[src/sv/rtbf_pkg.sv]
// ============================================================================
// rtbf_pkg - shared types and codes of the radio TX/RX byte FIFO
// Opcodes, status codes and the status bundles passed from the TX and RX
// sections to the top level.
// ============================================================================
`default_nettype none

package rtbf_pkg;

    // Frame check bytes appended by hardware when auto-CRC is on
    localparam int CRC_BYTES = 2;

    typedef enum logic [2:0] {
        OP_TX_WRITE   = 3'd0,
        OP_RX_PUSH    = 3'd1,
        OP_RX_PEEK    = 3'd2,
        OP_RX_POP     = 3'd3,
        OP_RX_READ_AT = 3'd4
    } t_opcode;

    typedef enum logic [2:0] {
        ST_OK     = 3'd0,
        ST_FULL   = 3'd1,
        ST_EMPTY  = 3'd2,
        ST_BADLEN = 3'd3,
        ST_DONE   = 3'd4,
        ST_SHORT  = 3'd5
    } t_status;

    // TX section result for the item being accepted (values after the item)
    typedef struct packed {
        t_status    status;
        logic [7:0] fill;
        logic       complete;
    } t_tx_stat;

    // RX section result for the item being accepted (values after the item)
    typedef struct packed {
        t_status    status;
        logic [6:0] fill;
        logic       rd;      // a ring read was issued and returns valid data
    } t_rx_stat;

endpackage

`default_nettype wire

[src/sv/rtbf_ram.sv]
// ============================================================================
// rtbf_ram - generic single-clock RAM
// One write port and one read port; read data is registered and holds
// while no read is enabled.
// ============================================================================
`default_nettype none

module rtbf_ram #(
    parameter int WIDTH = 8,
    parameter int DEPTH = 128
) (
    input  wire logic                     i_clk,
    input  wire logic                     i_wr_en,
    input  wire logic [$clog2(DEPTH)-1:0] i_wr_addr,
    input  wire logic [WIDTH-1:0]         i_wr_data,
    input  wire logic                     i_rd_en,
    input  wire logic [$clog2(DEPTH)-1:0] i_rd_addr,
    output logic      [WIDTH-1:0]         o_rd_data
);

    logic [WIDTH-1:0] r_mem [DEPTH];

    // Write and registered read
    always_ff @(posedge i_clk) begin
        if (i_wr_en) begin
            r_mem[i_wr_addr] <= i_wr_data;
        end
        if (i_rd_en) begin
            o_rd_data <= r_mem[i_rd_addr];
        end
    end

endmodule

`default_nettype wire

[src/sv/rtbf_tx_frame.sv]
// ============================================================================
// rtbf_tx_frame - length-framed transmit FIFO
// Checks the length byte, tracks bytes needed and present, and stores the
// accepted bytes in the TX memory.
// ============================================================================
`default_nettype none

module rtbf_tx_frame #(
    parameter int TX_DEPTH         = 128,
    parameter int MAX_FRAME_LENGTH = 127
) (
    input  wire logic              i_clk,
    input  wire logic              i_rst_n,
    input  wire logic              i_auto_crc,
    input  wire logic              i_wr,
    input  wire logic [7:0]        i_byte,
    output rtbf_pkg::t_tx_stat     o_stat
);

    localparam int TCW = $clog2(TX_DEPTH + 1);
    localparam int TAW = $clog2(TX_DEPTH);

    logic [TCW-1:0]      r_count,   n_count;
    logic [7:0]          r_needed,  n_needed;
    logic [7:0]          r_present, n_present;
    logic                w_mem_wr;
    logic [6:0]          w_len;
    logic [6:0]          w_min_len;
    rtbf_pkg::t_status   w_status;

    assign w_len     = i_byte[6:0];
    assign w_min_len = i_auto_crc ? 7'(rtbf_pkg::CRC_BYTES) : 7'd1;

    // Frame bookkeeping for one write
    always_comb begin
        n_count   = r_count;
        n_needed  = r_needed;
        n_present = r_present;
        w_mem_wr  = 1'b0;
        w_status  = rtbf_pkg::ST_OK;
        if (i_wr) begin
            priority if (r_count == TCW'(TX_DEPTH)) begin
                w_status = rtbf_pkg::ST_FULL;
            end else if (r_count == '0) begin
                if (w_len > 7'(MAX_FRAME_LENGTH) || w_len < w_min_len) begin
                    w_status = rtbf_pkg::ST_BADLEN;
                end else begin
                    n_needed  = i_auto_crc ? ({1'b0, w_len} - 8'd1) : ({1'b0, w_len} + 8'd1);
                    n_present = 8'd0;
                    n_count   = TCW'(1);
                    w_mem_wr  = 1'b1;
                end
            end else if (r_present == r_needed) begin
                w_status = rtbf_pkg::ST_DONE;
            end else begin
                n_count   = r_count + TCW'(1);
                n_present = r_present + 8'd1;
                w_mem_wr  = 1'b1;
            end
        end
    end

    // Hold frame counters
    always_ff @(posedge i_clk) begin
        if (!i_rst_n) begin
            r_count   <= '0;
            r_needed  <= 8'd0;
            r_present <= 8'd0;
        end else begin
            r_count   <= n_count;
            r_needed  <= n_needed;
            r_present <= n_present;
        end
    end

    // Byte store; the write slot is the current count (zero for the length byte)
    rtbf_ram #(
        .WIDTH (8),
        .DEPTH (TX_DEPTH)
    ) u_tx_mem (
        .i_clk     (i_clk),
        .i_wr_en   (w_mem_wr),
        .i_wr_addr (r_count[TAW-1:0]),
        .i_wr_data (i_byte),
        .i_rd_en   (1'b0),
        .i_rd_addr ('0),
        .o_rd_data ()
    );

    assign o_stat.status   = w_status;
    assign o_stat.fill     = 8'(n_count);
    assign o_stat.complete = (n_count != '0) && (n_present == n_needed);

endmodule

`default_nettype wire

[src/sv/rtbf_rx_ring.sv]
// ============================================================================
// rtbf_rx_ring - receive ring buffer
// Head and tail pointers over the RX memory with one slot kept free; push,
// peek, pop and a length-checked read at a wrapped offset.
// ============================================================================
`default_nettype none

module rtbf_rx_ring #(
    parameter int RX_DEPTH = 128
) (
    input  wire logic              i_clk,
    input  wire logic              i_rst_n,
    input  wire logic              i_valid,
    input  wire rtbf_pkg::t_opcode i_op,
    input  wire logic [7:0]        i_byte,
    input  wire logic [6:0]        i_start,
    input  wire logic [6:0]        i_offset,
    input  wire logic [6:0]        i_req,
    output rtbf_pkg::t_rx_stat     o_stat,
    output logic      [7:0]        o_rd_data
);

    localparam int RAW = $clog2(RX_DEPTH);

    logic [RAW-1:0]      r_head, n_head;
    logic [RAW-1:0]      r_tail, n_tail;
    logic [RAW-1:0]      w_head_inc;
    logic [RAW-1:0]      w_tail_inc;
    logic [RAW-1:0]      w_held;
    logic                w_empty;
    logic                w_full;
    logic [7:0]          w_sum;
    logic [RAW-1:0]      w_mod [256];
    logic                w_wr;
    logic                w_rd;
    logic [RAW-1:0]      w_rd_addr;
    rtbf_pkg::t_status   w_status;

    // Bytes held between head and tail
    function automatic logic [RAW-1:0] held_of(input logic [RAW-1:0] tail,
                                               input logic [RAW-1:0] head);
        logic [RAW:0] diff;
        diff = {1'b0, tail} - {1'b0, head};
        if (diff[RAW]) begin
            diff = diff + (RAW+1)'(RX_DEPTH);
        end
        return diff[RAW-1:0];
    endfunction

    // Wrap table for start + offset
    for (genvar g = 0; g < 256; g++) begin : g_mod
        assign w_mod[g] = RAW'(g % RX_DEPTH);
    end

    assign w_head_inc = (r_head == RAW'(RX_DEPTH - 1)) ? '0 : r_head + RAW'(1);
    assign w_tail_inc = (r_tail == RAW'(RX_DEPTH - 1)) ? '0 : r_tail + RAW'(1);
    assign w_held     = held_of(r_tail, r_head);
    assign w_empty    = (r_head == r_tail);
    assign w_full     = (w_tail_inc == r_head);
    assign w_sum      = {1'b0, i_start} + {1'b0, i_offset};

    // Ring operation for one item
    always_comb begin
        n_head    = r_head;
        n_tail    = r_tail;
        w_wr      = 1'b0;
        w_rd      = 1'b0;
        w_rd_addr = r_head;
        w_status  = rtbf_pkg::ST_OK;
        if (i_valid) begin
            unique case (i_op)
                rtbf_pkg::OP_RX_PUSH: begin
                    if (w_full) begin
                        w_status = rtbf_pkg::ST_FULL;
                    end else begin
                        w_wr   = 1'b1;
                        n_tail = w_tail_inc;
                    end
                end
                rtbf_pkg::OP_RX_PEEK,
                rtbf_pkg::OP_RX_POP: begin
                    if (w_empty) begin
                        w_status = rtbf_pkg::ST_EMPTY;
                    end else begin
                        w_rd = 1'b1;
                        if (i_op == rtbf_pkg::OP_RX_POP) begin
                            n_head = w_head_inc;
                        end
                    end
                end
                rtbf_pkg::OP_RX_READ_AT: begin
                    priority if (w_empty) begin
                        w_status = rtbf_pkg::ST_EMPTY;
                    end else if (9'(w_held) < 9'(i_req)) begin
                        w_status = rtbf_pkg::ST_SHORT;
                    end else begin
                        w_rd      = 1'b1;
                        w_rd_addr = w_mod[w_sum];
                    end
                end
                default: begin
                end
            endcase
        end
    end

    // Hold ring pointers
    always_ff @(posedge i_clk) begin
        if (!i_rst_n) begin
            r_head <= '0;
            r_tail <= '0;
        end else begin
            r_head <= n_head;
            r_tail <= n_tail;
        end
    end

    rtbf_ram #(
        .WIDTH (8),
        .DEPTH (RX_DEPTH)
    ) u_rx_mem (
        .i_clk     (i_clk),
        .i_wr_en   (w_wr),
        .i_wr_addr (r_tail),
        .i_wr_data (i_byte),
        .i_rd_en   (w_rd),
        .i_rd_addr (w_rd_addr),
        .o_rd_data (o_rd_data)
    );

    assign o_stat.status = w_status;
    assign o_stat.fill   = 7'(held_of(n_tail, n_head));
    assign o_stat.rd     = w_rd;

endmodule

`default_nettype wire

[src/sv/radio_tx_rx_byte_fifo.sv]
// ============================================================================
// radio_tx_rx_byte_fifo - radio TX frame FIFO and RX ring buffer
// Top level: stream ports, auto-CRC register, result stage and output
// register.
// ============================================================================
// The block takes one item per clock and returns exactly one result item for
// each. Its result is held in the result stage, together with the registered
// read of the RX ring memory, and then in the output register.
// Back-pressure on the output holds the result stage, and the input is taken
// again as soon as the result stage can move on, so a sustained rate of one
// item per cycle is reached while the output is ready. The TX and RX stores
// come up uninitialized; no clearing pass runs after reset. The first TX byte
// of a frame is its length; the frame then takes length + 1 bytes, or
// length - 1 with auto-CRC on. The TX FIFO is emptied only by reset.
`default_nettype none

module radio_tx_rx_byte_fifo #(
    parameter int TX_DEPTH         = 128,
    parameter int RX_DEPTH         = 128,
    parameter int MAX_FRAME_LENGTH = 127
) (
    input  wire logic        i_clk,
    input  wire logic        i_rst_n,
    // Configuration: auto_crc_enable
    input  wire logic        i_cfg_we,
    input  wire logic        i_cfg_wdata,
    // Input items
    input  wire logic        s_axis_tvalid,
    output logic             s_axis_tready,
    input  wire logic [31:0] s_axis_tdata,  // write_byte[7:0], rx_start[14:8],
                                            // byte_offset[21:15], request_length[28:22]
    input  wire logic [2:0]  s_axis_tuser,  // opcode[2:0]
    // Result items
    output logic             m_axis_tvalid,
    input  wire logic        m_axis_tready,
    output logic      [31:0] m_axis_tdata   // read_byte[7:0], status[10:8], tx_fill[18:11],
                                            // tx_frame_complete[19], rx_fill[26:20]
);

    logic                 r_auto_crc;
    logic                 w_accept;
    rtbf_pkg::t_opcode    w_op;
    rtbf_pkg::t_tx_stat   w_tx_stat;
    rtbf_pkg::t_rx_stat   w_rx_stat;
    logic [7:0]           w_rx_rd_data;
    rtbf_pkg::t_status    w_status;
    logic                 w_s1_move;

    logic                 r_s1_valid;
    logic                 r_s1_rd;
    rtbf_pkg::t_status    r_s1_status;
    logic [7:0]           r_s1_tx_fill;
    logic                 r_s1_tx_done;
    logic [6:0]           r_s1_rx_fill;

    logic                 r_out_valid;
    logic [31:0]          r_out_data;

    assign w_op     = rtbf_pkg::t_opcode'(s_axis_tuser);
    assign w_accept = s_axis_tvalid && s_axis_tready;

    // Hold the auto-CRC register
    always_ff @(posedge i_clk) begin
        if (!i_rst_n) begin
            r_auto_crc <= 1'b1;
        end else if (i_cfg_we) begin
            r_auto_crc <= i_cfg_wdata;
        end
    end

    rtbf_tx_frame #(
        .TX_DEPTH         (TX_DEPTH),
        .MAX_FRAME_LENGTH (MAX_FRAME_LENGTH)
    ) u_tx_frame (
        .i_clk      (i_clk),
        .i_rst_n    (i_rst_n),
        .i_auto_crc (r_auto_crc),
        .i_wr       (w_accept && (w_op == rtbf_pkg::OP_TX_WRITE)),
        .i_byte     (s_axis_tdata[7:0]),
        .o_stat     (w_tx_stat)
    );

    rtbf_rx_ring #(
        .RX_DEPTH (RX_DEPTH)
    ) u_rx_ring (
        .i_clk     (i_clk),
        .i_rst_n   (i_rst_n),
        .i_valid   (w_accept),
        .i_op      (w_op),
        .i_byte    (s_axis_tdata[7:0]),
        .i_start   (s_axis_tdata[14:8]),
        .i_offset  (s_axis_tdata[21:15]),
        .i_req     (s_axis_tdata[28:22]),
        .o_stat    (w_rx_stat),
        .o_rd_data (w_rx_rd_data)
    );

    // Pick the status of the section that handled the item
    assign w_status = (w_op == rtbf_pkg::OP_TX_WRITE) ? w_tx_stat.status : w_rx_stat.status;

    // Advance the result stage when the output register is free or drains
    assign w_s1_move     = r_s1_valid && (!r_out_valid || m_axis_tready);
    assign s_axis_tready = !r_s1_valid || w_s1_move;

    // Result stage control
    always_ff @(posedge i_clk) begin
        if (!i_rst_n) begin
            r_s1_valid <= 1'b0;
        end else if (w_accept) begin
            r_s1_valid <= 1'b1;
        end else if (w_s1_move) begin
            r_s1_valid <= 1'b0;
        end
    end

    // Result stage payload, waits for the ring read data
    always_ff @(posedge i_clk) begin
        if (w_accept) begin
            r_s1_rd      <= w_rx_stat.rd;
            r_s1_status  <= w_status;
            r_s1_tx_fill <= w_tx_stat.fill;
            r_s1_tx_done <= w_tx_stat.complete;
            r_s1_rx_fill <= w_rx_stat.fill;
        end
    end

    // Output register control
    always_ff @(posedge i_clk) begin
        if (!i_rst_n) begin
            r_out_valid <= 1'b0;
        end else if (w_s1_move) begin
            r_out_valid <= 1'b1;
        end else if (m_axis_tready) begin
            r_out_valid <= 1'b0;
        end
    end

    // Output register payload
    always_ff @(posedge i_clk) begin
        if (w_s1_move) begin
            r_out_data <= {5'd0,
                           r_s1_rx_fill,
                           r_s1_tx_done,
                           r_s1_tx_fill,
                           r_s1_status,
                           (r_s1_rd ? w_rx_rd_data : 8'd0)};
        end
    end

    assign m_axis_tvalid = r_out_valid;
    assign m_axis_tdata  = r_out_data;

endmodule

`default_nettype wire
[config.mk]
export PLATFORM = sky130hd
export DESIGN_NAME = radio_tx_rx_byte_fifo
export DESIGN_NICKNAME = d
export VERILOG_FILES = /design/src/sv/rtbf_pkg.sv /design/src/sv/rtbf_ram.sv /design/src/sv/rtbf_tx_frame.sv /design/src/sv/rtbf_rx_ring.sv /design/src/sv/radio_tx_rx_byte_fifo.sv
export SDC_FILE = /design/constraint.sdc
export NUM_CORES = 2
export LEC_CHECK = 0
export BUFFER_PORTS_ARGS = -buffer_cell sky130_fd_sc_hd__buf_2
export CORE_MARGIN = 4
export CORE_UTILIZATION = 45
export CTS_BUF_LIST = sky130_fd_sc_hd__clkbuf_8
export DETAILED_ROUTE_END_ITERATION = 7
export SKIP_LAST_GASP = 1
export SYNTH_ARGS = -nofsm -noshare
export SYNTH_HDL_FRONTEND = slang
export SYNTH_SLANG_ARGS = --single-unit
[constraint.sdc]
create_clock -name i_clk -period 4.5 [get_ports i_clk]
set_clock_uncertainty 0.15 [all_clocks]
set_input_delay 0.225 -clock i_clk [delete_from_list [all_inputs] [get_ports i_clk]]
set_output_delay 0.225 -clock i_clk [all_outputs]
set_load 0.03 [all_outputs]
==> impl_metrics.env <==
export IMPL_cts_root_buffer="clkbuf_8"
export IMPL_total_power_mw=20.2
export IMPL_die_h_um=329
export IMPL_timing_slew_headroom_pct=33.1
export IMPL_dpl_worst_slack_ns=-1.26
export IMPL_p_comb_share_pct=3.0
export IMPL_io_pins=75
export IMPL_antenna_left=0
export IMPL_grtUsageTotal_pct=25.6
export IMPL_place_hpwl_um=87500
export IMPL_final_setup_viol_count=8
export IMPL_ys_flop_type="edfxtp_1"
export IMPL_fin_tns_setup_ns=-3.58
export IMPL_yosysTopAreaCell="edfxtp_1"
export IMPL_fin_crit_ns=5.03
export IMPL_numCtsBuffers=182
export IMPL_clk_path_buf_depth=3
export IMPL_crit_family="compound AO/OA/AOI/OAI gates"
export IMPL_power_frac_clock_pct=40.4
export IMPL_dieWidth_um=329
export IMPL_portBuffers=66
export IMPL_yosys_warnings=0
export IMPL_ys_types=73
export IMPL_syn_inst=3591
export IMPL_final_common_cell="edfxtp_1"
export IMPL_cts_sinks=1120
export IMPL_antenna_found_initial=5
export IMPL_swShare_pct=22.2
export IMPL_synth_async_sr_flop_share_pct=0
export IMPL_cts_tree="yes"
export IMPL_drt_wl_total_um=140000
export IMPL_power_leakage_nw=21.3
export IMPL_htreeDepth=4
export IMPL_drv_slew=0
export IMPL_worst_slack_ns=-0.535
export IMPL_grt_first_pass_wirelength_um=206000
export IMPL_syn_area_per_cell_um2=12.9
export IMPL_hp_class="input port to register"
export IMPL_insertion_delay_ns=0.85
export IMPL_critPathMaxFanout=8
export IMPL_vdd_drop_max_mv=0.234
export IMPL_slowest_stage="a311oi_4"
export IMPL_initial_core_util_pct=45.5
export IMPL_synthDominantCellAreaShare_pct=69.8
export IMPL_num_vias=32400
export IMPL_drive_gt1_share_pct=23.9
export IMPL_p_switching_mw=4.50
export IMPL_internal_power_mw=15.7
export IMPL_rsz0062_at_grt="yes"
export IMPL_power_density_nw_per_um2=352
export IMPL_avgViaCountPerCell=5.67
export IMPL_core_area_um2=102000
export IMPL_cp_required_ns=5.05
export IMPL_slowest_delay_ns=0.35
export IMPL_seqPwrFrac_pct=56.6
export IMPL_cpMostUsedCell="buf_6"
export IMPL_wl_per_cell_um=24.5
export IMPL_drt_initial_drc_count=3657
export IMPL_rows=117
export IMPL_drv_cap=0
export IMPL_rrSetupSlack_ns=-0.53
export IMPL_end_kind="register"
export IMPL_synth_seq_area_share_pct=71.6
export IMPL_synthToLayoutAreaGrowth_pct=24.1
export IMPL_ys_ff_latch=1120
export IMPL_cts_clk_slew_worst_paths_ns=0.07
export IMPL_outcome="finished, violations left"
export IMPL_drc=0
export IMPL_violations="negative setup slack"
export IMPL_firstDrtPassIters=6
export IMPL_overflow=0
export IMPL_grt_max_degree=130
export IMPL_hold_viol_final=0
export IMPL_ys_top_cells_by_area="edfxtp_1 (70%), nand2_1 (7.7%), and3_1 (2.2%), a31oi_1 (1.8%), dfxtp_1 (1.8%)"
export IMPL_worst_pin_slew_ns=1.00
export IMPL_max_freq_ghz=0.199
export IMPL_gp_congestion=0.901
export IMPL_grt_pass1_vias=31300
export IMPL_cp_start_kind="register"
export IMPL_synth_edff_count=1079
export IMPL_die_area_um2=108000
export IMPL_netlist_area_um2=46400
export IMPL_layout_nets=4287
export IMPL_timing_final_crit_share_pct=112
export IMPL_worstPathArrival_ns=5.59
export IMPL_layout_common_cells="edfxtp_1 (1079), nand2_1 (947), buf_4 (460)"
export IMPL_worst_path_buf_inv=11
export IMPL_worstSetupPathType="register to register"
-- what timing repair did --
item | in CTS | in global routing
hold buffers | 21 | 0
setup endpoints to repair | 8 | 89
setup buffers | 69 | 10
pin swaps | 88 | 36
resized for setup | 225 | 51
gates cloned | 12 | 0
hold endpoints to repair | 432 | 0
-- worst reg2reg max path: cells and delay by family, from the launching register on --
family | cells | cell delay, ns
buf+inv | 11 | 1.51
simple gates | 2 | 0.29
xor+xnor | 1 | 0.11
fa+ha+maj | 3 | 0.73
compound gates | 9 | 1.79
flops | 1 | 0.32
-- final timing paths --
| check | startpoint | to | cells past startpoint |
|---|---|---|---|
| worst max register to register | u_rx_ring.r_tail[0]$_SDFF_PN0_ | u_rx_ring.u_rx_mem.o_rd_data[2]$_DFFE_PP_ | 26 |
| worst max-delay path | u_rx_ring.r_tail[0]$_SDFF_PN0_ | u_rx_ring.u_rx_mem.o_rd_data[2]$_DFFE_PP_ | 26 |
| worst min-delay path | i_cfg_wdata | r_auto_crc$_SDFFE_PN1P_ | 4 |
| worst min register to register | r_s1_tx_fill[5]$_DFFE_PP_ | m_axis_tdata[16]$_DFFE_PP_ | 0 |
-- per-layer routing --
layer / share of wire, % / GRT usage (%) / wire length, um / up-vias
met5: 0.0093 / 0 / 13 / -
met4: 3.3 / 9.38 / 4620 / 2
met3: 8.5 / 4.66 / 12000 / 251
met2: 47 / 40.3 / 65400 / 1499
met1: 41 / 36.0 / 57900 / 16100
li1: - / - / - / 14600
-- synth_stat cells, drive strengths merged (3+ instances only) --
cell type and n:
o2111ai 3, o41ai 7, ha 36, a2111oi 4, nand3 101, nor2b 19, a32oi 48, o21ai 54
a211oi 4, a21oi 49, o21bai 4, nand2 950, xor2 31, a21boi 8, edfxtp 1079, a31oi 137
o2111a 7, buf 141, nor4 13, o21a 3, clkbuf 82, mux2i 70, and3 166, mux2 6
o22ai 49, nand2b 5, xnor2 26, o211ai 6, nor3 20, nand4 35, inv 33, o31ai 9
dfxtp 41, a21o 18, fa 4, and2 31, nand3b 3, a222oi 6, a311oi 59, nor2 196
-- layout make-up --
cell class                 count  area [um2]
multi-input combinational   2219       13100
sequential                  1120       33200
tap                         1368        1710
clock buffer                 192        2640
inverter                      33         124
fill                        8333       44500
timing repair buffer         650        6040
clock inverter               132         677
antenna                        3        7.51
-- sequential cells by signal, summed over array words and instances, names as in the netlist --
register and flops:
u_rx_ring.u_rx_mem.r_mem 1024, m_axis_tdata 27, r_s1_tx_fill 8, u_rx_ring.u_rx_mem.o_rd_data 8, u_tx_frame.r_count 8, u_tx_frame.r_needed 8
u_tx_frame.r_present 8, r_s1_rx_fill 7, u_rx_ring.r_head 7, u_rx_ring.r_tail 7, r_s1_status 3, m_axis_tvalid 1
r_auto_crc 1, r_s1_rd 1, r_s1_tx_done 1, r_s1_valid 1
-- metrics by stage --
step                      std cells  area, um2  hold slack [ns]  util, %
after floorplan                3595      46400            0.174        -
after global placement         5287      51700            0.254     50.7
after detailed placement       5287      51700            0.255     50.7
after CTS                      5705      57200           0.0599     56.1
after global routing           5717      57600           0.0963     56.4
final                          5717      57600            0.124     56.4
-- power groups by stage --
stage               Combinational, mW  Sequential (mW)  Clock (mW)
floorplan                       0.193             11.7           0
global placement                0.544             11.7           0
detailed placement              0.551             11.7           0
CTS                             0.599             11.5        8.30
global route                    0.649             11.5        8.82
finish                          0.601             11.5        8.18
-- cell families after synthesis --
| kind of cell | synth area share (%) |
|---|---|
| XOR/XNOR | 1.12 |
| adder cells (fa/ha/maj) | 1.14 |
| flip-flops | 71.6 |
| buffers and inverters | 2.59 |
| AO/OA/AOI/OAI | 7.38 |
| multiplexers | 1.66 |
| other | 0.00808 |
| AND/OR/NAND/NOR | 14.5 |
Power figures use the tool's default switching activity.
